==> src/design/dtc_pkg.sv <==
// ----------------------------------------------------------------------------
// dtc_pkg
// Shared constants and types of the DMA transfer chunker.
// ----------------------------------------------------------------------------
package dtc_pkg;

    localparam int ADDR_WIDTH_DEF = 32;

    localparam int CHUNK_W = 27;
    localparam int COUNT_W = 31;
    localparam int WIN_W   = 32;
    localparam int CFG_IDX_W = 2;

    localparam logic [CHUNK_W-1:0] CHUNK_MIN = 27'h1000000;
    localparam logic [CHUNK_W-1:0] CHUNK_MAX = 27'h4000000;
    localparam logic [COUNT_W-1:0] COUNT_MAX = 31'h40000000;
    localparam logic [29:0]        PAGE_BASE_HI = 30'h0;
    localparam logic [1:0]         PAGE_BASE_SEL = 2'b01;

    localparam logic [CHUNK_W-1:0] MAX_CHUNK_RST    = 27'd67108800;
    localparam logic [WIN_W-1:0]   LOCAL_END_RST    = 32'h3FFF_FFFF;
    localparam logic [WIN_W-1:0]   REMOTE_START_RST = 32'h4000_0000;
    localparam logic [WIN_W-1:0]   REMOTE_END_RST   = 32'h7FFF_FFFF;

    localparam logic [CFG_IDX_W-1:0] CFG_MAX_CHUNK    = 2'd0;
    localparam logic [CFG_IDX_W-1:0] CFG_LOCAL_END    = 2'd1;
    localparam logic [CFG_IDX_W-1:0] CFG_REMOTE_START = 2'd2;
    localparam logic [CFG_IDX_W-1:0] CFG_REMOTE_END   = 2'd3;

    localparam logic STATUS_OK  = 1'b0;
    localparam logic STATUS_ERR = 1'b1;

    typedef struct packed {
        logic [WIN_W-1:0] local_end;
        logic [WIN_W-1:0] remote_start;
        logic [WIN_W-1:0] remote_end;
    } t_win;

endpackage

==> src/design/dtc_win_unit.sv <==
// ----------------------------------------------------------------------------
// dtc_win_unit
// Shared window check and address advance for one address per cycle.
// ----------------------------------------------------------------------------
module dtc_win_unit
    import dtc_pkg::*;
#(
    parameter int ADDR_WIDTH = ADDR_WIDTH_DEF
) (
    input  logic [ADDR_WIDTH-1:0] i_addr,
    input  logic [CHUNK_W-1:0]    i_len,
    input  t_win                  i_win,
    output logic [ADDR_WIDTH-1:0] o_next_addr,
    output logic                  o_ok
);

    logic [ADDR_WIDTH:0] w_addr;
    logic [ADDR_WIDTH:0] w_sum;
    logic [ADDR_WIDTH:0] w_last;
    logic [ADDR_WIDTH:0] w_le;
    logic [ADDR_WIDTH:0] w_rs;
    logic [ADDR_WIDTH:0] w_re;
    logic                w_in_local;
    logic                w_in_remote;

    assign w_addr = (ADDR_WIDTH+1)'(i_addr);
    assign w_le   = (ADDR_WIDTH+1)'(i_win.local_end);
    assign w_rs   = (ADDR_WIDTH+1)'(i_win.remote_start);
    assign w_re   = (ADDR_WIDTH+1)'(i_win.remote_end);

    assign w_sum  = w_addr + (ADDR_WIDTH+1)'(i_len);
    assign w_last = w_sum - (ADDR_WIDTH+1)'(1);

    // local window: the start address is a strict compare against the local end
    assign w_in_local  = (w_addr < w_le) && (w_last <= w_le);
    assign w_in_remote = (w_addr >= w_rs) && (w_last <= w_re);

    assign o_ok        = w_in_local || w_in_remote;
    assign o_next_addr = w_sum[ADDR_WIDTH-1:0];

endmodule

==> src/design/dma_transfer_chunker_unit.sv <==
// ----------------------------------------------------------------------------
// dma_transfer_chunker_unit
// Splits one DMA transfer request into window-checked chunks.
// ----------------------------------------------------------------------------
//  channel | direction | handshake                   | payload
//  req     | in        | i_req_valid / o_req_ready   | remote/local address, count, dir
//  rsp     | out       | o_rsp_valid / i_rsp_ready   | page, src, dst, bytes, status,
//          |           |                             | total, last
//  cfg     | in        | i_cfg_valid / o_cfg_ready   | i_cfg_index, i_cfg_data
//
//  A zero-count request gives its result in the cycle after acceptance.
//  Each chunk passes through ST_SIZE, ST_CHK_SRC and ST_CHK_DST, then waits in
//  ST_OUT until its result is accepted; the order is set by the single
//  window-check adder, used once for source and once for destination.
//  Reset is synchronous; state and config registers return to their reset values, datapath registers are not reset.
//  A stalled result holds the sequencer; no new request is taken until the
//  last result of the current one is accepted.
// ----------------------------------------------------------------------------
module dma_transfer_chunker_unit
    import dtc_pkg::*;
#(
    parameter int ADDR_WIDTH = ADDR_WIDTH_DEF
) (
    input  logic                 i_clk,
    input  logic                 i_rst_n,

    input  logic                 i_req_valid,
    output logic                 o_req_ready,
    input  logic [31:0]          i_remote_address,
    input  logic [31:0]          i_local_address,
    input  logic [COUNT_W-1:0]   i_byte_count,
    input  logic                 i_to_remote,

    output logic                 o_rsp_valid,
    input  logic                 i_rsp_ready,
    output logic [1:0]           o_page,
    output logic [31:0]          o_src_address,
    output logic [31:0]          o_dst_address,
    output logic [CHUNK_W-1:0]   o_chunk_bytes,
    output logic                 o_status,
    output logic [COUNT_W-1:0]   o_total_bytes,
    output logic                 o_last,

    input  logic                 i_cfg_valid,
    output logic                 o_cfg_ready,
    input  logic [CFG_IDX_W-1:0] i_cfg_index,
    input  logic [WIN_W-1:0]     i_cfg_data
);

    localparam logic [2:0] ST_IDLE    = 3'd0;
    localparam logic [2:0] ST_SIZE    = 3'd1;
    localparam logic [2:0] ST_CHK_SRC = 3'd2;
    localparam logic [2:0] ST_CHK_DST = 3'd3;
    localparam logic [2:0] ST_OUT     = 3'd4;

    logic [2:0]            r_state;
    logic [2:0]            n_state;

    logic [CHUNK_W-1:0]    r_max_chunk;
    t_win                  r_win;

    logic [ADDR_WIDTH-1:0] r_src;
    logic [ADDR_WIDTH-1:0] r_dst;
    logic [ADDR_WIDTH-1:0] r_src_next;
    logic                  r_src_ok;
    logic [COUNT_W-1:0]    r_left;
    logic [COUNT_W-1:0]    r_total;
    logic [CHUNK_W-1:0]    r_lim;
    logic [CHUNK_W-1:0]    r_len;
    logic [1:0]            r_page;

    logic [1:0]            r_o_page;
    logic [31:0]           r_o_src;
    logic [31:0]           r_o_dst;
    logic [CHUNK_W-1:0]    r_o_bytes;
    logic                  r_o_status;
    logic [COUNT_W-1:0]    r_o_total;
    logic                  r_o_last;

    logic                  w_req_fire;
    logic                  w_rsp_fire;
    logic [31:0]           w_roff;
    logic [COUNT_W-1:0]    w_count;
    logic [CHUNK_W-1:0]    w_lim;
    logic [CHUNK_W-1:0]    w_len;
    logic [ADDR_WIDTH-1:0] w_unit_addr;
    logic [ADDR_WIDTH-1:0] w_unit_next;
    logic                  w_unit_ok;
    logic [COUNT_W-1:0]    w_total_next;

    assign w_req_fire = i_req_valid && o_req_ready;
    assign w_rsp_fire = o_rsp_valid && i_rsp_ready;

    assign o_req_ready = (r_state == ST_IDLE);
    assign o_rsp_valid = (r_state == ST_OUT);
    assign o_cfg_ready = 1'b1;

    assign w_roff  = {PAGE_BASE_SEL, i_remote_address[29:0]};
    assign w_count = (i_byte_count > COUNT_MAX) ? COUNT_MAX : i_byte_count;
    assign w_lim   = (r_max_chunk < CHUNK_MIN) ? CHUNK_MIN :
                     (r_max_chunk > CHUNK_MAX) ? CHUNK_MAX : r_max_chunk;
    assign w_len   = (r_left > COUNT_W'(r_lim)) ? r_lim : r_left[CHUNK_W-1:0];

    assign w_unit_addr  = (r_state == ST_CHK_DST) ? r_dst : r_src;
    assign w_total_next = r_total + COUNT_W'(r_len);

    dtc_win_unit #(
        .ADDR_WIDTH (ADDR_WIDTH)
    ) u_win (
        .i_addr      (w_unit_addr),
        .i_len       (r_len),
        .i_win       (r_win),
        .o_next_addr (w_unit_next),
        .o_ok        (w_unit_ok)
    );

    always_comb begin
        n_state = r_state;
        case (r_state)
            ST_IDLE: begin
                if (w_req_fire) begin
                    n_state = (w_count == '0) ? ST_OUT : ST_SIZE;
                end
            end
            ST_SIZE:    n_state = ST_CHK_SRC;
            ST_CHK_SRC: n_state = ST_CHK_DST;
            ST_CHK_DST: n_state = ST_OUT;
            ST_OUT: begin
                if (w_rsp_fire) begin
                    n_state = r_o_last ? ST_IDLE : ST_SIZE;
                end
            end
            default:    n_state = ST_IDLE;
        endcase
    end

    always_ff @(posedge i_clk) begin
        if (!i_rst_n) begin
            r_state           <= ST_IDLE;
            r_max_chunk       <= MAX_CHUNK_RST;
            r_win.local_end   <= LOCAL_END_RST;
            r_win.remote_start <= REMOTE_START_RST;
            r_win.remote_end  <= REMOTE_END_RST;
        end else begin
            r_state <= n_state;
            if (i_cfg_valid && o_cfg_ready) begin
                case (i_cfg_index)
                    CFG_MAX_CHUNK:    r_max_chunk        <= i_cfg_data[CHUNK_W-1:0];
                    CFG_LOCAL_END:    r_win.local_end    <= i_cfg_data;
                    CFG_REMOTE_START: r_win.remote_start <= i_cfg_data;
                    CFG_REMOTE_END:   r_win.remote_end   <= i_cfg_data;
                    default: ;
                endcase
            end
        end
    end

    always_ff @(posedge i_clk) begin
        case (r_state)
            ST_IDLE: begin
                if (w_req_fire) begin
                    r_src   <= i_to_remote ? ADDR_WIDTH'(i_local_address) : ADDR_WIDTH'(w_roff);
                    r_dst   <= i_to_remote ? ADDR_WIDTH'(w_roff) : ADDR_WIDTH'(i_local_address);
                    r_left  <= w_count;
                    r_total <= '0;
                    r_lim   <= w_lim;
                    r_page  <= i_remote_address[31:30];
                    // empty request result
                    r_o_page   <= i_remote_address[31:30];
                    r_o_src    <= i_to_remote ? i_local_address : w_roff;
                    r_o_dst    <= i_to_remote ? w_roff : i_local_address;
                    r_o_bytes  <= '0;
                    r_o_status <= STATUS_OK;
                    r_o_total  <= '0;
                    r_o_last   <= 1'b1;
                end
            end
            ST_SIZE: begin
                r_len  <= w_len;
                r_left <= r_left - COUNT_W'(w_len);
            end
            ST_CHK_SRC: begin
                r_src_ok   <= w_unit_ok;
                r_src_next <= w_unit_next;
            end
            ST_CHK_DST: begin
                r_o_page <= r_page;
                r_o_src  <= r_src[31:0];
                r_o_dst  <= r_dst[31:0];
                if (r_src_ok && w_unit_ok) begin
                    r_o_bytes  <= r_len;
                    r_o_status <= STATUS_OK;
                    r_o_total  <= w_total_next;
                    r_o_last   <= (r_left == '0);
                    r_total    <= w_total_next;
                    r_src      <= r_src_next;
                    r_dst      <= w_unit_next;
                end else begin
                    r_o_bytes  <= '0;
                    r_o_status <= STATUS_ERR;
                    r_o_total  <= r_total;
                    r_o_last   <= 1'b1;
                end
            end
            default: ;
        endcase
    end

    assign o_page        = r_o_page;
    assign o_src_address = r_o_src;
    assign o_dst_address = r_o_dst;
    assign o_chunk_bytes = r_o_bytes;
    assign o_status      = r_o_status;
    assign o_total_bytes = r_o_total;
    assign o_last        = r_o_last;

`ifndef SYNTHESIS
    a_err_ends: assert property (@(posedge i_clk) disable iff (!i_rst_n)
        (o_rsp_valid && o_status) |-> (o_last && (o_chunk_bytes == '0)))
        else $error("error result not final or carries bytes");

    a_no_overlap: assert property (@(posedge i_clk) disable iff (!i_rst_n)
        o_req_ready |-> !o_rsp_valid)
        else $error("request taken while a result is pending");

    a_full_chunk: assert property (@(posedge i_clk) disable iff (!i_rst_n)
        (o_rsp_valid && !o_status && !o_last) |-> (o_chunk_bytes == r_lim))
        else $error("non-final chunk is not full size");

    a_continue: assert property (@(posedge i_clk) disable iff (!i_rst_n)
        (w_rsp_fire && !o_last) |=> !o_req_ready)
        else $error("request ended before its last result");
`endif

endmodule
==> config.mk <==
export PLATFORM = sky130hd
export DESIGN_NAME = dma_transfer_chunker_unit
export DESIGN_NICKNAME = d
export VERILOG_FILES = /design/src/design/dtc_pkg.sv /design/src/design/dtc_win_unit.sv /design/src/design/dma_transfer_chunker_unit.sv
export SDC_FILE = /design/constraint.sdc
export NUM_CORES = 1
export LEC_CHECK = 0
export ABC_CLOCK_PERIOD_IN_PS = 20500
export BUFFER_PORTS_ARGS = -buffer_cell sky130_fd_sc_hd__buf_2
export CORE_MARGIN = 5
export CORE_UTILIZATION = 50
export CTS_CLUSTER_DIAMETER = 150
export DETAILED_ROUTE_END_ITERATION = 7
export PLACE_DENSITY_LB_ADDON = 0.1
export SLEW_MARGIN = 20
export SYNTH_ARGS = -nofsm -noshare
export SYNTH_HDL_FRONTEND = slang
export SYNTH_SLANG_ARGS = --single-unit
==> constraint.sdc <==
create_clock -name i_clk -period 20.5 [get_ports i_clk]
set_clock_uncertainty 0.2 [all_clocks]
set_input_delay 3.075 -clock i_clk [delete_from_list [all_inputs] [get_ports i_clk]]
set_output_delay 3.075 -clock i_clk [all_outputs]
set_load 0.01 [all_outputs]
==> tab_implementation.tex, run 1 <==
\begin{tabular}{lr}
\hline
Metric & Value \\
\hline
\multicolumn{2}{l}{\textbf{Synth}} \\
\quad Total nets after synthesis & around 3,200 \\
\quad Synth Register Bits & between 400 and 500 \\
\quad Fraction of post-synthesis cell area in the top cell type by area & a little over a third \\
\quad Top cell type by total area after synthesis & sky130\_fd\_sc\_hd\_\_edfxtp\_1 \\
\quad Share of synthesized registers carrying an async set or reset & 0\% \\
\quad Yosys warning total & 0 \\
\quad Count of flip-flops with a built-in enable after synthesis & 310 \\
\quad Cell types with the largest area share after synthesis & sky130\_fd\_sc\_hd\_\_edfxtp\_1 (35\%), sky130\_fd\_sc\_hd\_\_ha\_1 (11\%), sky130\_fd\_sc\_hd\_\_dfxtp\_1 (9.4\%) \\
\quad Distinct cell type count after synthesis & 74 \\
\quad Post-synthesis instance area & 0.0268 mm² \\
\quad Post-Synthesis Mean Instance Area & approximately 9.6 µm² \\
\quad Synthesized netlist cell count & roughly 2,800 \\
\quad Share of the yosys chip area belonging to registers & approximately 44\% \\
\quad Most used flip-flop cell after synthesis & sky130\_fd\_sc\_hd\_\_edfxtp\_1 \\
\multicolumn{2}{l}{\textbf{Floorplanning}} \\
\quad Placement row count & 84 \\
\quad Total Die Area & roughly 0.058 mm² \\
\quad Y dimension of the die & 241 µm \\
\quad Core Footprint & 0.0528 mm² \\
\quad Number of placed I/O pins & between 200 and 300 \\
\quad Initial cell density of the core & 50.7\% \\
\quad Die boundary width & about 240 µm \\
\multicolumn{2}{l}{\textbf{Worst setup path}} \\
\quad CP Depth & 27 \\
\quad Kind of cell with the highest combined delay on the critical path & simple AND/OR/NAND/NOR gates \\
\quad Slowest Stage Delay on Critical Path & roughly 800 ps \\
\quad Critical register-to-register path endpoint & o\_total\_bytes[16]\$\_SDFFCE\_PN0P\_ \\
\quad WP buf/inv & 4 \\
\quad Crit start category & flop \\
\quad CP dominant cell by count & sky130\_fd\_sc\_hd\_\_nand2\_1 \\
\quad Worst reg2reg startpoint & r\_state[2]\$\_SDFFE\_PN0P\_ \\
\quad Critical Path Source & r\_state[2]\$\_SDFFE\_PN0P\_ \\
\quad Termination of the worst setup path & o\_total\_bytes[16]\$\_SDFFCE\_PN0P\_ \\
\quad Category of the most critical setup path & reg2reg \\
\quad Largest fanout of any net on the critical path & $\sim$170 \\
\quad Flop-to-flop setup slack & 10,630 ps \\
\quad Worst path arrival time & around 9900 ps \\
\quad CP required & roughly 20,000 ps \\
\quad Worst reg2reg path depth & 27 \\
\quad Worst Setup End Kind & flop \\
\quad Slowest cell on the critical path & sky130\_fd\_sc\_hd\_\_buf\_4 \\
\multicolumn{2}{l}{\textbf{Power and ir drop}} \\
\quad Total power of the final layout & around 0.0030 W \\
\quad Pwr per Cell Area & between 90 and 100 mW/mm² \\
\quad Share of total power in sequential cells & between 30\% and 40\% \\
\quad Leak pwr & around 13 nW \\
\quad Max rail drop VDD & 0.0632 mV \\
\quad Switching share of power & approximately a third \\
\quad Switching Power & 0.00100 W \\
\quad Share of power burned in combinational logic & between 20\% and 30\% \\
\quad Clock network power share & 32.1\% \\
\quad Internal cell power & just under 0.002 W \\
\multicolumn{2}{l}{\textbf{Layout}} \\
\quad Non-filler cells, final & approximately 3,700 \\
\quad Post-layout nets & about 3,400 \\
\quad Share of cells above drive strength 1 & between 10\% and 20\% \\
\quad Number of inserted filler cells in the final layout & roughly 4,600 \\
\quad FF/Latch Area & 0.0118 mm² \\
\quad Layout overhead on the synthesized area & 13.6\% \\
\quad Footprint of the multi-input gates & roughly 0.014 mm² \\
\multicolumn{2}{l}{\textbf{GRT}} \\
\quad Wire length of the first global-routing pass & 126,000 µm \\
\quad Pin count of the biggest net entering global routing & between 150 and 200 \\
\quad Initial antenna violation count & 1 \\
\quad Total congestion overflow after global routing & 0 \\
\quad Vias in the first global route & roughly 21,000 \\
\quad Total routing resource utilization after global routing & between 20 and 30\% \\
\multicolumn{2}{l}{\textbf{Timing}} \\
\quad Number of failing setup endpoints in the final timing report & 0 \\
\quad Minimum clock period & a little under 10,000 ps \\
\quad Share of the clock period used by the worst path after layout & between 40\% and 50\% \\
\quad Final hold violation count & 0 \\
\quad Relative slew margins & between 30 and 40\% \\
\quad Count of final max-slew check failures & 0 \\
\quad FMAX & 0.101 GHz \\
\quad Aggregate negative setup slack & 0 ps \\
\quad Unrepaired setup endpoints after global routing & no \\
\quad Worst-margin pin slew & approximately 940 ps \\
\multicolumn{2}{l}{\textbf{Run}} \\
\quad Maxcap violations & 0 \\
\multicolumn{2}{l}{\textbf{Clock network}} \\
\quad Clock latency at the later pin of the worst-skew pair & 600 ps \\
\quad Clk sinks & roughly 440 \\
\quad TritonCTS clock tree & yes \\
\quad CTS HTree Levels & 2 \\
\quad Buffer type at the clock tree root & sky130\_fd\_sc\_hd\_\_clkbuf\_16 \\
\quad Post-CTS Repair Setup Buffers & 0 \\
\quad Number of buffers between clock root and the deepest sink & 3 \\
\quad Number of gates resized after cts & 0 \\
\quad Post-CTS Hold Buffers & 0 \\
\quad Clock buffer count from CTS & 50 \\
\quad Clock edge transition at the registers on the reported setup and hold paths & 60 ps \\
\multicolumn{2}{l}{\textbf{Detailed routing}} \\
\quad Violation count after the first detailed-route iteration & between 2,000 and 2,500 \\
\quad DR vias & approximately 22,000 \\
\quad Routed WL per cell & approximately 23 µm \\
\quad Antenna viol nets, final & 0 \\
\quad Post-route DRC violation count & 0 \\
\quad Number of detailed-route iterations in the first pass & 6 \\
\quad Number of vias per cell after detailed routing & 5.97 \\
\quad Wire length after detailed routing & $\sim$85,000 µm \\
\multicolumn{2}{l}{\textbf{Placement}} \\
\quad Port buffer count & $\sim$260 \\
\quad Final weighted congestion of routability-driven global placement & between 0.9 and 1 \\
\quad DP Cell Count & roughly 3,600 \\
\quad Placed wire-length estimate & around 66,000 µm \\
\multicolumn{2}{l}{\textbf{Worst hold path}} \\
\quad Type of the most critical hold path & reg2reg \\
\multicolumn{2}{l}{\textbf{Run status}} \\
\quad Status & finished clean \\
\hline
\end{tabular}
## layout make-up
cell class / instances / area share [%]
well taps: 688 / 2.83
repair buffers: 283 / 4.89
diodes: 1 / 0.00823
multi-input cells: 2040 / 45.5
clock inverters: 22 / 1.06
inverters: 173 / 2.13
flip-flops and latches: 436 / 38.9
clock buffers: 68 / 4.68
## sequential cells by signal, summed over array words and instances (netlist names), 31 cells and up
signal	cells
o_total_bytes	31
r_win	96
o_dst_address	32
o_src_address	32
r_src_next	32
r_dst	32
r_left	31
r_src	32
## cells by family after synthesis
family / synth area share, %
AND/OR/NAND/NOR: 16.5
buffers and inverters: 4.29
adder cells (fa/ha/maj): 11.3
multiplexers: 4.28
other: 0.0140
flip-flops: 44.2
XOR/XNOR: 3.01
AO/OA/AOI/OAI: 16.4
## through the flow
step / utilization [%] / hold WS, ps / instance area (µm²) / setup slack [ps]
3_5_place_dp: 54.3 / 259 / 28700 / 10690
5_1_grt: 57.7 / 289 / 30400 / 9990
6_report: 57.7 / 265 / 30400 / 10630
4_1_cts: 57.6 / 267 / 30400 / 10670
2_1_floorplan: - / 243 / 26800 / 6140
3_3_place_gp: 54.3 / 252 / 28700 / 10920
## power groups by stage
| stage | logic (W) | clock network (W) | registers, W |
|---|---|---|---|
| 6_report | 0.000882 | 0.000952 | 0.00114 |
| 5_1_grt | 0.000970 | 0.00101 | 0.00114 |
| 4_1_cts | 0.000870 | 0.000970 | 0.00113 |
| 3_5_place_dp | 0.000864 | 0 | 0.00115 |
| 3_3_place_gp | 0.000849 | 0 | 0.00115 |
| 2_1_floorplan | 0.000575 | 0 | 0.00114 |
## worst register-to-register path, delay by kind of cell (launching register included)
family          cells  cell delay (ps)
compound gates      9             1690
xor+xnor            1              460
fa+ha+maj           2              780
buf+inv             4             2560
flops               1              450
simple gates       11             3240
## metal layers
layer	share of wire, %	wire length, µm	vias to the layer above	global-route usage (%)
met1	48	41100	10800	43.8
li1	-	-	10500	-
met3	6.9	5810	115	4.19
met5	0	0	-	0
met2	42	35600	770	41.1
met4	2.8	2370	0	7.47
## Yosys cell counts (58+ instances only)
library cell / number
sky130_fd_sc_hd__a21o_1: 63
sky130_fd_sc_hd__a21oi_1: 165
sky130_fd_sc_hd__clkbuf_1: 108
sky130_fd_sc_hd__dfxtp_1: 126
sky130_fd_sc_hd__edfxtp_1: 310
sky130_fd_sc_hd__ha_1: 237
sky130_fd_sc_hd__inv_1: 172
sky130_fd_sc_hd__mux2i_1: 84
sky130_fd_sc_hd__nand2_1: 428
sky130_fd_sc_hd__nand3_1: 58
sky130_fd_sc_hd__nor2_1: 155
sky130_fd_sc_hd__o211ai_1: 81
sky130_fd_sc_hd__o21a_1: 81
sky130_fd_sc_hd__o21ai_0: 102
## worst min-delay path by stage
stage / from / to / cells after the start
6_report: r_win[46]$_SDFFE_PN0P_ / r_win[46]$_SDFFE_PN0P_ / 2
5_1_grt: r_win[52]$_SDFFE_PN0P_ / r_win[52]$_SDFFE_PN0P_ / 2
4_1_cts: r_win[46]$_SDFFE_PN0P_ / r_win[46]$_SDFFE_PN0P_ / 2
3_5_place_dp: r_win[46]$_SDFFE_PN0P_ / r_win[46]$_SDFFE_PN0P_ / 2
3_3_place_gp: r_win[44]$_SDFFE_PN0P_ / r_win[44]$_SDFFE_PN0P_ / 2
2_1_floorplan: r_win[31]$_SDFFE_PN0P_ / r_win[31]$_SDFFE_PN0P_ / 2
## cell usage in the layout (no fill, tap or decap), types with 13 or more instances in the layout
cell                          n
sky130_fd_sc_hd__dfxtp_1    126
sky130_fd_sc_hd__o211ai_1    81
sky130_fd_sc_hd__o21ai_0    102
sky130_fd_sc_hd__ha_1       237
sky130_fd_sc_hd__buf_2      260
sky130_fd_sc_hd__a21boi_0    50
sky130_fd_sc_hd__and2_1      35
sky130_fd_sc_hd__edfxtp_1   310
sky130_fd_sc_hd__nand3_1     57
sky130_fd_sc_hd__a31oi_1     13
sky130_fd_sc_hd__mux2_2      27
sky130_fd_sc_hd__nor2_1     154
sky130_fd_sc_hd__o21a_1      81
sky130_fd_sc_hd__inv_1      172
sky130_fd_sc_hd__nor3_1      41
sky130_fd_sc_hd__mux2i_1     84
sky130_fd_sc_hd__nor4_1      31
sky130_fd_sc_hd__nand2_1    427
sky130_fd_sc_hd__xor2_1      44
sky130_fd_sc_hd__and4_1      32
sky130_fd_sc_hd__a211oi_1    22
sky130_fd_sc_hd__a21oi_1    164
sky130_fd_sc_hd__clkbuf_16   53
sky130_fd_sc_hd__nor2b_1     30
sky130_fd_sc_hd__buf_4       22
sky130_fd_sc_hd__nand4_1     46
sky130_fd_sc_hd__xnor2_1     46
sky130_fd_sc_hd__a21o_1      63
sky130_fd_sc_hd__and3_1      16
No activity file was read; power rests on OpenSTA's default activity.
==> run 2, diff against run 1 <==
--- a/config.mk
+++ b/config.mk
@@ -5,7 +5,7 @@
 export SDC_FILE = /design/constraint.sdc
 export NUM_CORES = 1
 export LEC_CHECK = 0
-export ABC_CLOCK_PERIOD_IN_PS = 20500
+export ABC_CLOCK_PERIOD_IN_PS = 8800
 export BUFFER_PORTS_ARGS = -buffer_cell sky130_fd_sc_hd__buf_2
 export CORE_MARGIN = 5
 export CORE_UTILIZATION = 50
==> constraint.sdc (replaced) <==
create_clock -name i_clk -period 8.8 [get_ports i_clk]
set_clock_uncertainty 0.2 [all_clocks]
set_input_delay 1.32 -clock i_clk [delete_from_list [all_inputs] [get_ports i_clk]]
set_output_delay 1.32 -clock i_clk [all_outputs]
set_load 0.01 [all_outputs]
==> run 2 against run 1 <==
  * First-iteration DRC count shrank 18%
  * Maximum frequency grew 19%
  * Via count grew 1.0%
  * Hold slack lost 0.79 ps
  * Global-route usage grew 0.27 points
  * Cell count grew 0.46%
  * Sequential power grew 130%
  * Critical path depth shrank 2
  * Register-to-register slack lost 10000 ps
  * Highest routed layer unchanged
==> tab_implementation.tex, run 2 (synthesized netlist as in run 1, its figures left out) <==
\begin{tabular}{lr}
\hline
Metric & Value \\
\hline
\multicolumn{2}{l}{\textbf{Floorplanning}} \\
\quad Core Footprint & 0.0528 mm² (unchanged) \\
\quad Number of placed I/O pins & 264 (unchanged) \\
\quad Die boundary width & 241 µm (unchanged) \\
\quad Initial cell density of the core & 50.7\% (unchanged) \\
\quad Total Die Area & 0.0583 mm² (unchanged) \\
\quad Placement row count & 84 (unchanged) \\
\quad Y dimension of the die & 241 µm (unchanged) \\
\multicolumn{2}{l}{\textbf{Power and ir drop}} \\
\quad Total power of the final layout & 0.00684 W (+130\%) \\
\quad Switching share of power & 35.0\% (+1.2 points) \\
\quad Pwr per Cell Area & 224 mW/mm² (+130\%) \\
\quad Share of power burned in combinational logic & 31.0\% (+1.3 points) \\
\quad Leak pwr & 13.2 nW (+0.36\%) \\
\quad Switching Power & 0.00239 W (+140\%) \\
\quad Internal cell power & 0.00445 W (+130\%) \\
\quad Max rail drop VDD & 0.160 mV (+150\%) \\
\quad Share of total power in sequential cells & 38.7\% (+0.5 points) \\
\quad Clock network power share & 30.3\% (-1.8 points) \\
\multicolumn{2}{l}{\textbf{Run}} \\
\quad Maxcap violations & 0 (unchanged) \\
\multicolumn{2}{l}{\textbf{Timing}} \\
\quad Worst-margin pin slew & 1050 ps (+110 ps) \\
\quad Aggregate negative setup slack & 0 ps (unchanged) \\
\quad Relative slew margins & 28.6\% (-7.6 points) \\
\quad Minimum clock period & 8280 ps (-1590 ps) \\
\quad Count of final max-slew check failures & 0 (unchanged) \\
\quad Worst hold-check slack & 264 ps (-0.789 ps) \\
\quad FMAX & 0.121 GHz (+19\%) \\
\quad Number of failing setup endpoints in the final timing report & 0 (unchanged) \\
\quad Final hold violation count & 0 (unchanged) \\
\quad Unrepaired setup endpoints after global routing & no \\
\quad Share of the clock period used by the worst path after layout & 94.1\% (+46 points) \\
\multicolumn{2}{l}{\textbf{Clock network}} \\
\quad Number of buffers between clock root and the deepest sink & 3 (unchanged) \\
\quad Post-CTS Hold Buffers & 0 (unchanged) \\
\quad TritonCTS clock tree & yes \\
\quad Buffer type at the clock tree root & sky130\_fd\_sc\_hd\_\_clkbuf\_16 \\
\quad Clock edge transition at the registers on the reported setup and hold paths & 60 ps (about the same) \\
\quad Clock latency at the later pin of the worst-skew pair & 590 ps (about the same) \\
\quad CTS HTree Levels & 2 (unchanged) \\
\quad Clock buffer count from CTS & 48 (-4.0\%) \\
\quad Clk sinks & 436 (unchanged) \\
\multicolumn{2}{l}{\textbf{Run status}} \\
\quad Status & finished clean \\
\multicolumn{2}{l}{\textbf{Layout}} \\
\quad Leading cell types in the layout, fill and taps excluded & sky130\_fd\_sc\_hd\_\_nand2\_1 (425), sky130\_fd\_sc\_hd\_\_edfxtp\_1 (310), sky130\_fd\_sc\_hd\_\_buf\_2 (260), sky130\_fd\_sc\_hd\_\_ha\_1 (237), sky130\_fd\_sc\_hd\_\_inv\_1 (171) \\
\quad End-of-flow core utilization & 57.8\% (+0.19 points) \\
\quad Most common cell after layout, fill and taps aside & sky130\_fd\_sc\_hd\_\_nand2\_1 \\
\quad Most flop-heavy register & r\_win \\
\quad Number of flip-flops in the largest register & 96 (unchanged) \\
\quad Post-route cell area & 0.0305 mm² (+0.33\%) \\
\quad Post-layout nets & 3,374 (+0.45\%) \\
\quad Share of cells above drive strength 1 & 14.8\% (+1.0 points) \\
\quad Layout overhead on the synthesized area & 14.0\% \\
\quad Number of inserted filler cells in the final layout & 4,651 (+0.32\%) \\
\multicolumn{2}{l}{\textbf{Placement}} \\
\quad Final weighted congestion of routability-driven global placement & 1.04 (+12\%) \\
\quad Placed wire-length estimate & 66,900 µm (+1.9\%) \\
\quad Port buffer count & 262 (unchanged) \\
\quad Area after DPL & 0.0288 mm² (+0.63\%) \\
\multicolumn{2}{l}{\textbf{GRT}} \\
\quad Initial antenna violation count & 0 (-1) \\
\quad Total congestion overflow after global routing & 0 (unchanged) \\
\quad Pin count of the biggest net entering global routing & 107 (-37\%) \\
\quad Total routing resource utilization after global routing & 28.4\% (+0.27 points) \\
\quad Vias in the first global route & 21,100 (+1.4\%) \\
\quad Wire length of the first global-routing pass & 127,000 µm (+0.67\%) \\
\multicolumn{2}{l}{\textbf{Worst setup path}} \\
\quad Worst path arrival time & 8340 ps (-1560 ps) \\
\quad Worst reg2reg path depth & 25 (-7.4\%) \\
\quad Worst Setup End Kind & flop \\
\quad CP required & 8860 ps (-11,670 ps) \\
\quad Largest fanout of any net on the critical path & 42 (-75\%) \\
\quad Crit start category & flop \\
\quad Category of the most critical setup path & reg2reg \\
\multicolumn{2}{l}{\textbf{Detailed routing}} \\
\quad Wire length after detailed routing & 85,900 µm (+1.2\%) \\
\quad Number of vias per cell after detailed routing & 6.01 (+0.55\%) \\
\quad Violation count after the first detailed-route iteration & 1,660 (-18\%) \\
\quad Post-route DRC violation count & 0 (unchanged) \\
\quad DR vias & 22,400 (+1.0\%) \\
\quad Antenna viol nets, final & 0 (unchanged) \\
\quad Number of detailed-route iterations in the first pass & 6 (unchanged) \\
\quad Routed WL per cell & 23.0 µm (+0.77\%) \\
\multicolumn{2}{l}{\textbf{Worst hold path}} \\
\quad Type of the most critical hold path & reg2reg \\
\quad WHS Path Cells & 2 (unchanged) \\
\hline
\end{tabular}
-- run 2: cell types whose count changed in the layout (fill, tap and decap cells not counted), moves of 2 or more --
| cell | delta |
|---|---|
| sky130_fd_sc_hd__nor4_1 | -2 |
| sky130_fd_sc_hd__buf_4 | +14 |
| sky130_fd_sc_hd__clkbuf_1 | -3 |
| sky130_fd_sc_hd__bufinv_16 | -5 |
| sky130_fd_sc_hd__clkinv_2 | +9 |
| sky130_fd_sc_hd__nand2_1 | -2 |
| sky130_fd_sc_hd__nand2_2 | +2 |
| sky130_fd_sc_hd__clkinv_1 | -4 |
| sky130_fd_sc_hd__clkinvlp_4 | +5 |
-- run 2: power by group through the flow --
stage | clock, W | sequential, W | combinational [W]
CTS | 0.00210 | 0.00265 | 0.00207
finish | 0.00207 | 0.00265 | 0.00212
detailed placement | 0 | 0.00269 | 0.00205
global route | 0.00219 | 0.00266 | 0.00232
global placement | 0 | 0.00269 | 0.00202
floorplan | 0 | 0.00265 | 0.00135
-- run 2: cell type report --
class / instances / area (µm²) / share of cell area (%)
multi-input combinational: 2040 / 13900 / 45.5
sequential: 436 / 11800 / 38.8
timing repair buffer: 300 / 1650 / 5.41
clock buffer: 64 / 1390 / 4.54
tap: 688 / 861 / 2.82
inverter: 173 / 649 / 2.13
clock inverter: 26 / 240 / 0.787
antenna: 1 / 2.50 / 0.00820
-- run 2: routing by layer --
metal	vias up	wire length [µm]	global-route usage, %
met4	0	2620	8.45
met3	127	7210	5.58
met2	835	35700	41.3
met1	10900	40300	43.1
met5	-	0	0
li1	10600	-	-
-- run 2: path summary, 6_finish.rpt --
| check | from | endpoint | slack (ps) |
|---|---|---|---|
| max | r_state[0]$_SDFFE_PN0P_ | r_src[15]$_DFFE_PP_ | 520 |
| min | r_win[49]$_SDFFE_PN0P_ | r_win[49]$_SDFFE_PN0P_ | 260 |
| min reg2reg | r_win[49]$_SDFFE_PN0P_ | r_win[49]$_SDFFE_PN0P_ | 260 |
| max reg2reg | r_state[0]$_SDFFE_PN0P_ | r_src[15]$_DFFE_PP_ | 520 |
-- run 2: critical path: stages (launching register included) --
cell and delay [ps]:
sky130_fd_sc_hd__dfxtp_1 500, sky130_fd_sc_hd__and3b_4 420, sky130_fd_sc_hd__buf_12 270, sky130_fd_sc_hd__nand2_1 100, sky130_fd_sc_hd__nand2_1 140, sky130_fd_sc_hd__ha_1 280, sky130_fd_sc_hd__o21ai_0 180, sky130_fd_sc_hd__nor3_1 400
sky130_fd_sc_hd__o211ai_1 240, sky130_fd_sc_hd__and2_1 250, sky130_fd_sc_hd__o311ai_1 900, sky130_fd_sc_hd__and2_1 230, sky130_fd_sc_hd__nand4_1 230, sky130_fd_sc_hd__or3_1 490, sky130_fd_sc_hd__o21ai_0 190, sky130_fd_sc_hd__o21ai_0 170
sky130_fd_sc_hd__ha_1 330, sky130_fd_sc_hd__nand2_1 80, sky130_fd_sc_hd__nor4_1 440, sky130_fd_sc_hd__nand2_1 90, sky130_fd_sc_hd__o32ai_1 230, sky130_fd_sc_hd__a31o_2 140, sky130_fd_sc_hd__a32oi_1 290, sky130_fd_sc_hd__nand2b_1 320
sky130_fd_sc_hd__o31ai_4 410, sky130_fd_sc_hd__clkbuf_16 330
-- run 2: timing repair --
item                       CTS  global route
setup buffers                0             0
resized for setup            0             7
setup endpoints to repair    0            84
-- run 2: stage by stage --
stage          std cells  setup WS [ps]
2_1_floorplan       2775           1.36
3_3_place_gp        3636            651
3_5_place_dp        3636            364
4_1_cts             3726            343
5_1_grt             3727           49.8
6_report            3728            518
==> run 3, diff against run 2 <==
--- a/config.mk
+++ b/config.mk
@@ -7,8 +7,10 @@
 export LEC_CHECK = 0
 export ABC_CLOCK_PERIOD_IN_PS = 8800
 export BUFFER_PORTS_ARGS = -buffer_cell sky130_fd_sc_hd__buf_2
+export CELL_PAD_IN_SITES_DETAIL_PLACEMENT = 0
+export CELL_PAD_IN_SITES_GLOBAL_PLACEMENT = 1
 export CORE_MARGIN = 5
-export CORE_UTILIZATION = 50
+export CORE_UTILIZATION = 30
 export CTS_CLUSTER_DIAMETER = 150
 export DETAILED_ROUTE_END_ITERATION = 7
 export PLACE_DENSITY_LB_ADDON = 0.1
==> run 3 against run 2 <==
  * Total power up 2.5%
  * Cell count up 13%
  * Sequential share of layout area down 1.0 points
  * Via count down 2.8%
  * Critical endpoint is now r_src[26]$_DFFE_PP_
  * Die area up 64%
  * Routed wire length up 11%
  * Critical path depth up 1
  * Hold slack about the same
  * Combinational power about the same
  * Highest routed layer is now met5
==> tab_implementation.tex, run 3 (synthesized netlist as in run 1, its figures left out) <==
\begin{tabular}{lr}
\hline
Metric & Value \\
\hline
\multicolumn{2}{l}{\textbf{Run status}} \\
\quad Status & finished clean \\
\multicolumn{2}{l}{\textbf{Timing}} \\
\quad Count of final max-slew check failures & 0 (unchanged) \\
\quad Minimum clock period & 8160 ps (-119 ps) \\
\quad Share of the clock period used by the worst path after layout & 92.8\% (-1.3 points) \\
\quad Relative slew margins & 33.8\% (+5.2 points) \\
\quad FMAX & 0.123 GHz (+1.5\%) \\
\quad Worst-margin pin slew & 993 ps (-61.2 ps) \\
\quad Final hold violation count & 0 (unchanged) \\
\quad Unrepaired setup endpoints after global routing & no \\
\quad Aggregate negative setup slack & 0 ps (unchanged) \\
\quad Worst setup slack after layout & 637 ps (+119 ps) \\
\quad Number of failing setup endpoints in the final timing report & 0 (unchanged) \\
\quad Worst hold-check slack & 264 ps (-0.144 ps) \\
\multicolumn{2}{l}{\textbf{Power and ir drop}} \\
\quad Clock network power share & 32.1\% (+1.8 points) \\
\quad Pwr per Cell Area & 224 mW/mm² (-0.19\%) \\
\quad Switching share of power & 34.4\% (-0.57 points) \\
\quad Switching Power & 0.00241 W (+0.82\%) \\
\quad Internal cell power & 0.00460 W (+3.4\%) \\
\quad Share of power burned in combinational logic & 30.1\% (-0.9 points) \\
\quad Share of total power in sequential cells & 37.8\% (-0.9 points) \\
\quad Leak pwr & 13.4 nW (+1.0\%) \\
\quad Max rail drop VDD & 0.145 mV (-9.2\%) \\
\multicolumn{2}{l}{\textbf{Placement}} \\
\quad Area after DPL & 0.0295 mm² (+2.1\%) \\
\quad Port buffer count & 262 (unchanged) \\
\quad Placed wire-length estimate & 74,300 µm (+11\%) \\
\quad Final weighted congestion of routability-driven global placement & 0.910 (-13\%) \\
\quad Worst slack at placement & 384 ps (+20.5 ps) \\
\multicolumn{2}{l}{\textbf{Clock network}} \\
\quad Clk sinks & 436 (unchanged) \\
\quad TritonCTS clock tree & yes \\
\quad Clock buffer count from CTS & 53 (+10\%) \\
\quad Number of buffers between clock root and the deepest sink & 3 (unchanged) \\
\quad Buffer type at the clock tree root & sky130\_fd\_sc\_hd\_\_clkbuf\_16 \\
\quad Clock edge transition at the registers on the reported setup and hold paths & 60 ps (about the same) \\
\quad Clock latency at the later pin of the worst-skew pair & 600 ps (about the same) \\
\quad Post-CTS Hold Buffers & 0 (unchanged) \\
\quad CTS HTree Levels & 2 (unchanged) \\
\multicolumn{2}{l}{\textbf{GRT}} \\
\quad Pin count of the biggest net entering global routing & 91 (-15\%) \\
\quad Total congestion overflow after global routing & 0 (unchanged) \\
\quad Initial antenna violation count & 7 (+7) \\
\quad Total routing resource utilization after global routing & 19.2\% (-9.2 points) \\
\quad Wire length of the first global-routing pass & 139,000 µm (+9.2\%) \\
\quad Vias in the first global route & 21,300 (+0.78\%) \\
\multicolumn{2}{l}{\textbf{Floorplanning}} \\
\quad Initial cell density of the core & 30.2\% (-20 points) \\
\quad Die boundary width & 309 µm (+28\%) \\
\quad Placement row count & 109 (+30\%) \\
\quad Total Die Area & 0.0953 mm² (+64\%) \\
\quad Y dimension of the die & 309 µm (+28\%) \\
\quad Number of placed I/O pins & 264 (unchanged) \\
\quad Core Footprint & 0.0885 mm² (+68\%) \\
\multicolumn{2}{l}{\textbf{Detailed routing}} \\
\quad Wire length after detailed routing & 95,300 µm (+11\%) \\
\quad Violation count after the first detailed-route iteration & 1,451 (-13\%) \\
\quad Post-route DRC violation count & 0 (unchanged) \\
\quad Routed WL per cell & 22.6 µm (-1.9\%) \\
\quad Number of detailed-route iterations in the first pass & 5 (-1) \\
\quad Number of vias per cell after detailed routing & 5.16 (-14\%) \\
\quad Antenna viol nets, final & 0 (unchanged) \\
\quad DR vias & 21,800 (-2.8\%) \\
\multicolumn{2}{l}{\textbf{Layout}} \\
\quad Share of cells above drive strength 1 & 15.0\% (+0.21 points) \\
\quad FF/Latch Area & 0.0118 mm² (about the same) \\
\quad Footprint of the multi-input gates & 0.0139 mm² (+0.28\%) \\
\quad Most common cell after layout, fill and taps aside & sky130\_fd\_sc\_hd\_\_nand2\_1 \\
\quad Number of flip-flops in the largest register & 96 (unchanged) \\
\quad Number of inserted filler cells in the final layout & 9,015 (+94\%) \\
\quad Layout overhead on the synthesized area & 17.1\% \\
\quad Post-layout nets & 3,382 (+0.24\%) \\
\quad Most flop-heavy register & r\_win \\
\quad Leading cell types in the layout, fill and taps excluded & sky130\_fd\_sc\_hd\_\_nand2\_1 (425), sky130\_fd\_sc\_hd\_\_edfxtp\_1 (310), sky130\_fd\_sc\_hd\_\_buf\_2 (260), sky130\_fd\_sc\_hd\_\_ha\_1 (237), sky130\_fd\_sc\_hd\_\_inv\_1 (172) \\
\quad Post-route cell area & 0.0313 mm² (+2.7\%) \\
\multicolumn{2}{l}{\textbf{Worst setup path}} \\
\quad CP required & 8860 ps (about the same) \\
\quad Critical Path Source & r\_state[2]\$\_SDFFE\_PN0P\_ \\
\quad Slowest Stage Delay on Critical Path & 630 ps (-270 ps) \\
\quad CP dominant cell by count & sky130\_fd\_sc\_hd\_\_nand2\_1 \\
\quad Slowest cell on the critical path & sky130\_fd\_sc\_hd\_\_or4\_1 \\
\quad Worst reg2reg path depth & 26 (+4.0\%) \\
\quad Worst path arrival time & 8220 ps (-120 ps) \\
\quad Worst reg2reg startpoint & r\_state[2]\$\_SDFFE\_PN0P\_ \\
\quad Critical register-to-register path endpoint & r\_src[26]\$\_DFFE\_PP\_ \\
\quad Crit start category & flop \\
\quad Worst Setup End Kind & flop \\
\quad Kind of cell with the highest combined delay on the critical path & simple AND/OR/NAND/NOR gates \\
\quad CP Depth & 26 (+4.0\%) \\
\quad Termination of the worst setup path & r\_src[26]\$\_DFFE\_PP\_ \\
\quad Flop-to-flop setup slack & 640 ps (+120 ps) \\
\quad Largest fanout of any net on the critical path & 49 (+17\%) \\
\quad Category of the most critical setup path & reg2reg \\
\quad WP buf/inv & 3 (+1) \\
\multicolumn{2}{l}{\textbf{Worst hold path}} \\
\quad Type of the most critical hold path & reg2reg \\
\quad WHS Path Cells & 2 (unchanged) \\
\multicolumn{2}{l}{\textbf{Run}} \\
\quad Maxcap violations & 0 (unchanged) \\
\hline
\end{tabular}
-- run 3: cell count changes in the layout (fill, tap and decap cells not counted), sizes merged --
cell,delta
diode,+2
clkinv,+10
buf,+3
bufinv,+3
clkbuf,+1
clkinvlp,-7
and3b,+1
inv,-1
-- run 3: repair_timing --
item / CTS / global route
resized for setup: 0 / 9
setup buffers: 0 / 2
endpoints found under the setup margin: 0 / 95
-- run 3: worst min path at each step --
stage,start,end,slack (ps)
after floorplan,r_win[31]$_SDFFE_PN0P_,r_win[31]$_SDFFE_PN0P_,240
after global placement,r_win[95]$_SDFFE_PN0P_,r_win[95]$_SDFFE_PN0P_,250
after detailed placement,r_win[51]$_SDFFE_PN0P_,r_win[51]$_SDFFE_PN0P_,260
after CTS,r_win[51]$_SDFFE_PN0P_,r_win[51]$_SDFFE_PN0P_,270
after global routing,r_win[51]$_SDFFE_PN0P_,r_win[51]$_SDFFE_PN0P_,290
final,r_win[51]$_SDFFE_PN0P_,r_win[51]$_SDFFE_PN0P_,260
-- run 3: metrics by stage --
stage / total power (W) / std cells / util, %
final: 0.00701 / 4217 / 35.4
after global routing: 0.00742 / 4214 / 35.4
after CTS: 0.00708 / 4210 / 35.3
after detailed placement: 0.00477 / 4113 / 33.3
after global placement: 0.00476 / 4113 / 33.3
after floorplan: 0.00399 / 2775 / -
-- run 3: cell type report --
cell class | count | area share (%)
inverter | 173 | 2.07
clock buffer | 66 | 4.66
clock inverter | 31 | 1.01
multi-input combinational | 2041 | 44.5
timing repair buffer | 302 | 5.34
tap | 1165 | 4.65
antenna | 3 | 0.0240
sequential | 436 | 37.8
-- run 3: worst reg2reg max path, delay by kind of cell (launching register included) --
family                     cells  cell delay [ps]
xor gates and xnor gates       2              680
buffers and inverters          3              820
and+or+nand+nor               12             2870
DFF                            1              570
AOI/OAI and AO/OA              7             1930
adders and majority gates      2              690
-- run 3: layer usage --
layer  vias up  track usage, %  wire, µm
met4         6            4.86      2390
li1      10600               -         -
met2       574            29.0     40400
met5         -               0        28
met3       103            3.09      5050
met1     10500            28.6     47500
-- run 3: power groups by stage --
stage               logic (W)  clock network, W  registers, W
floorplan             0.00135                 0       0.00265
global placement      0.00207                 0       0.00269
detailed placement    0.00208                 0       0.00269
CTS                   0.00210           0.00233       0.00265
global route          0.00235           0.00241       0.00267
finish                0.00211           0.00225       0.00265
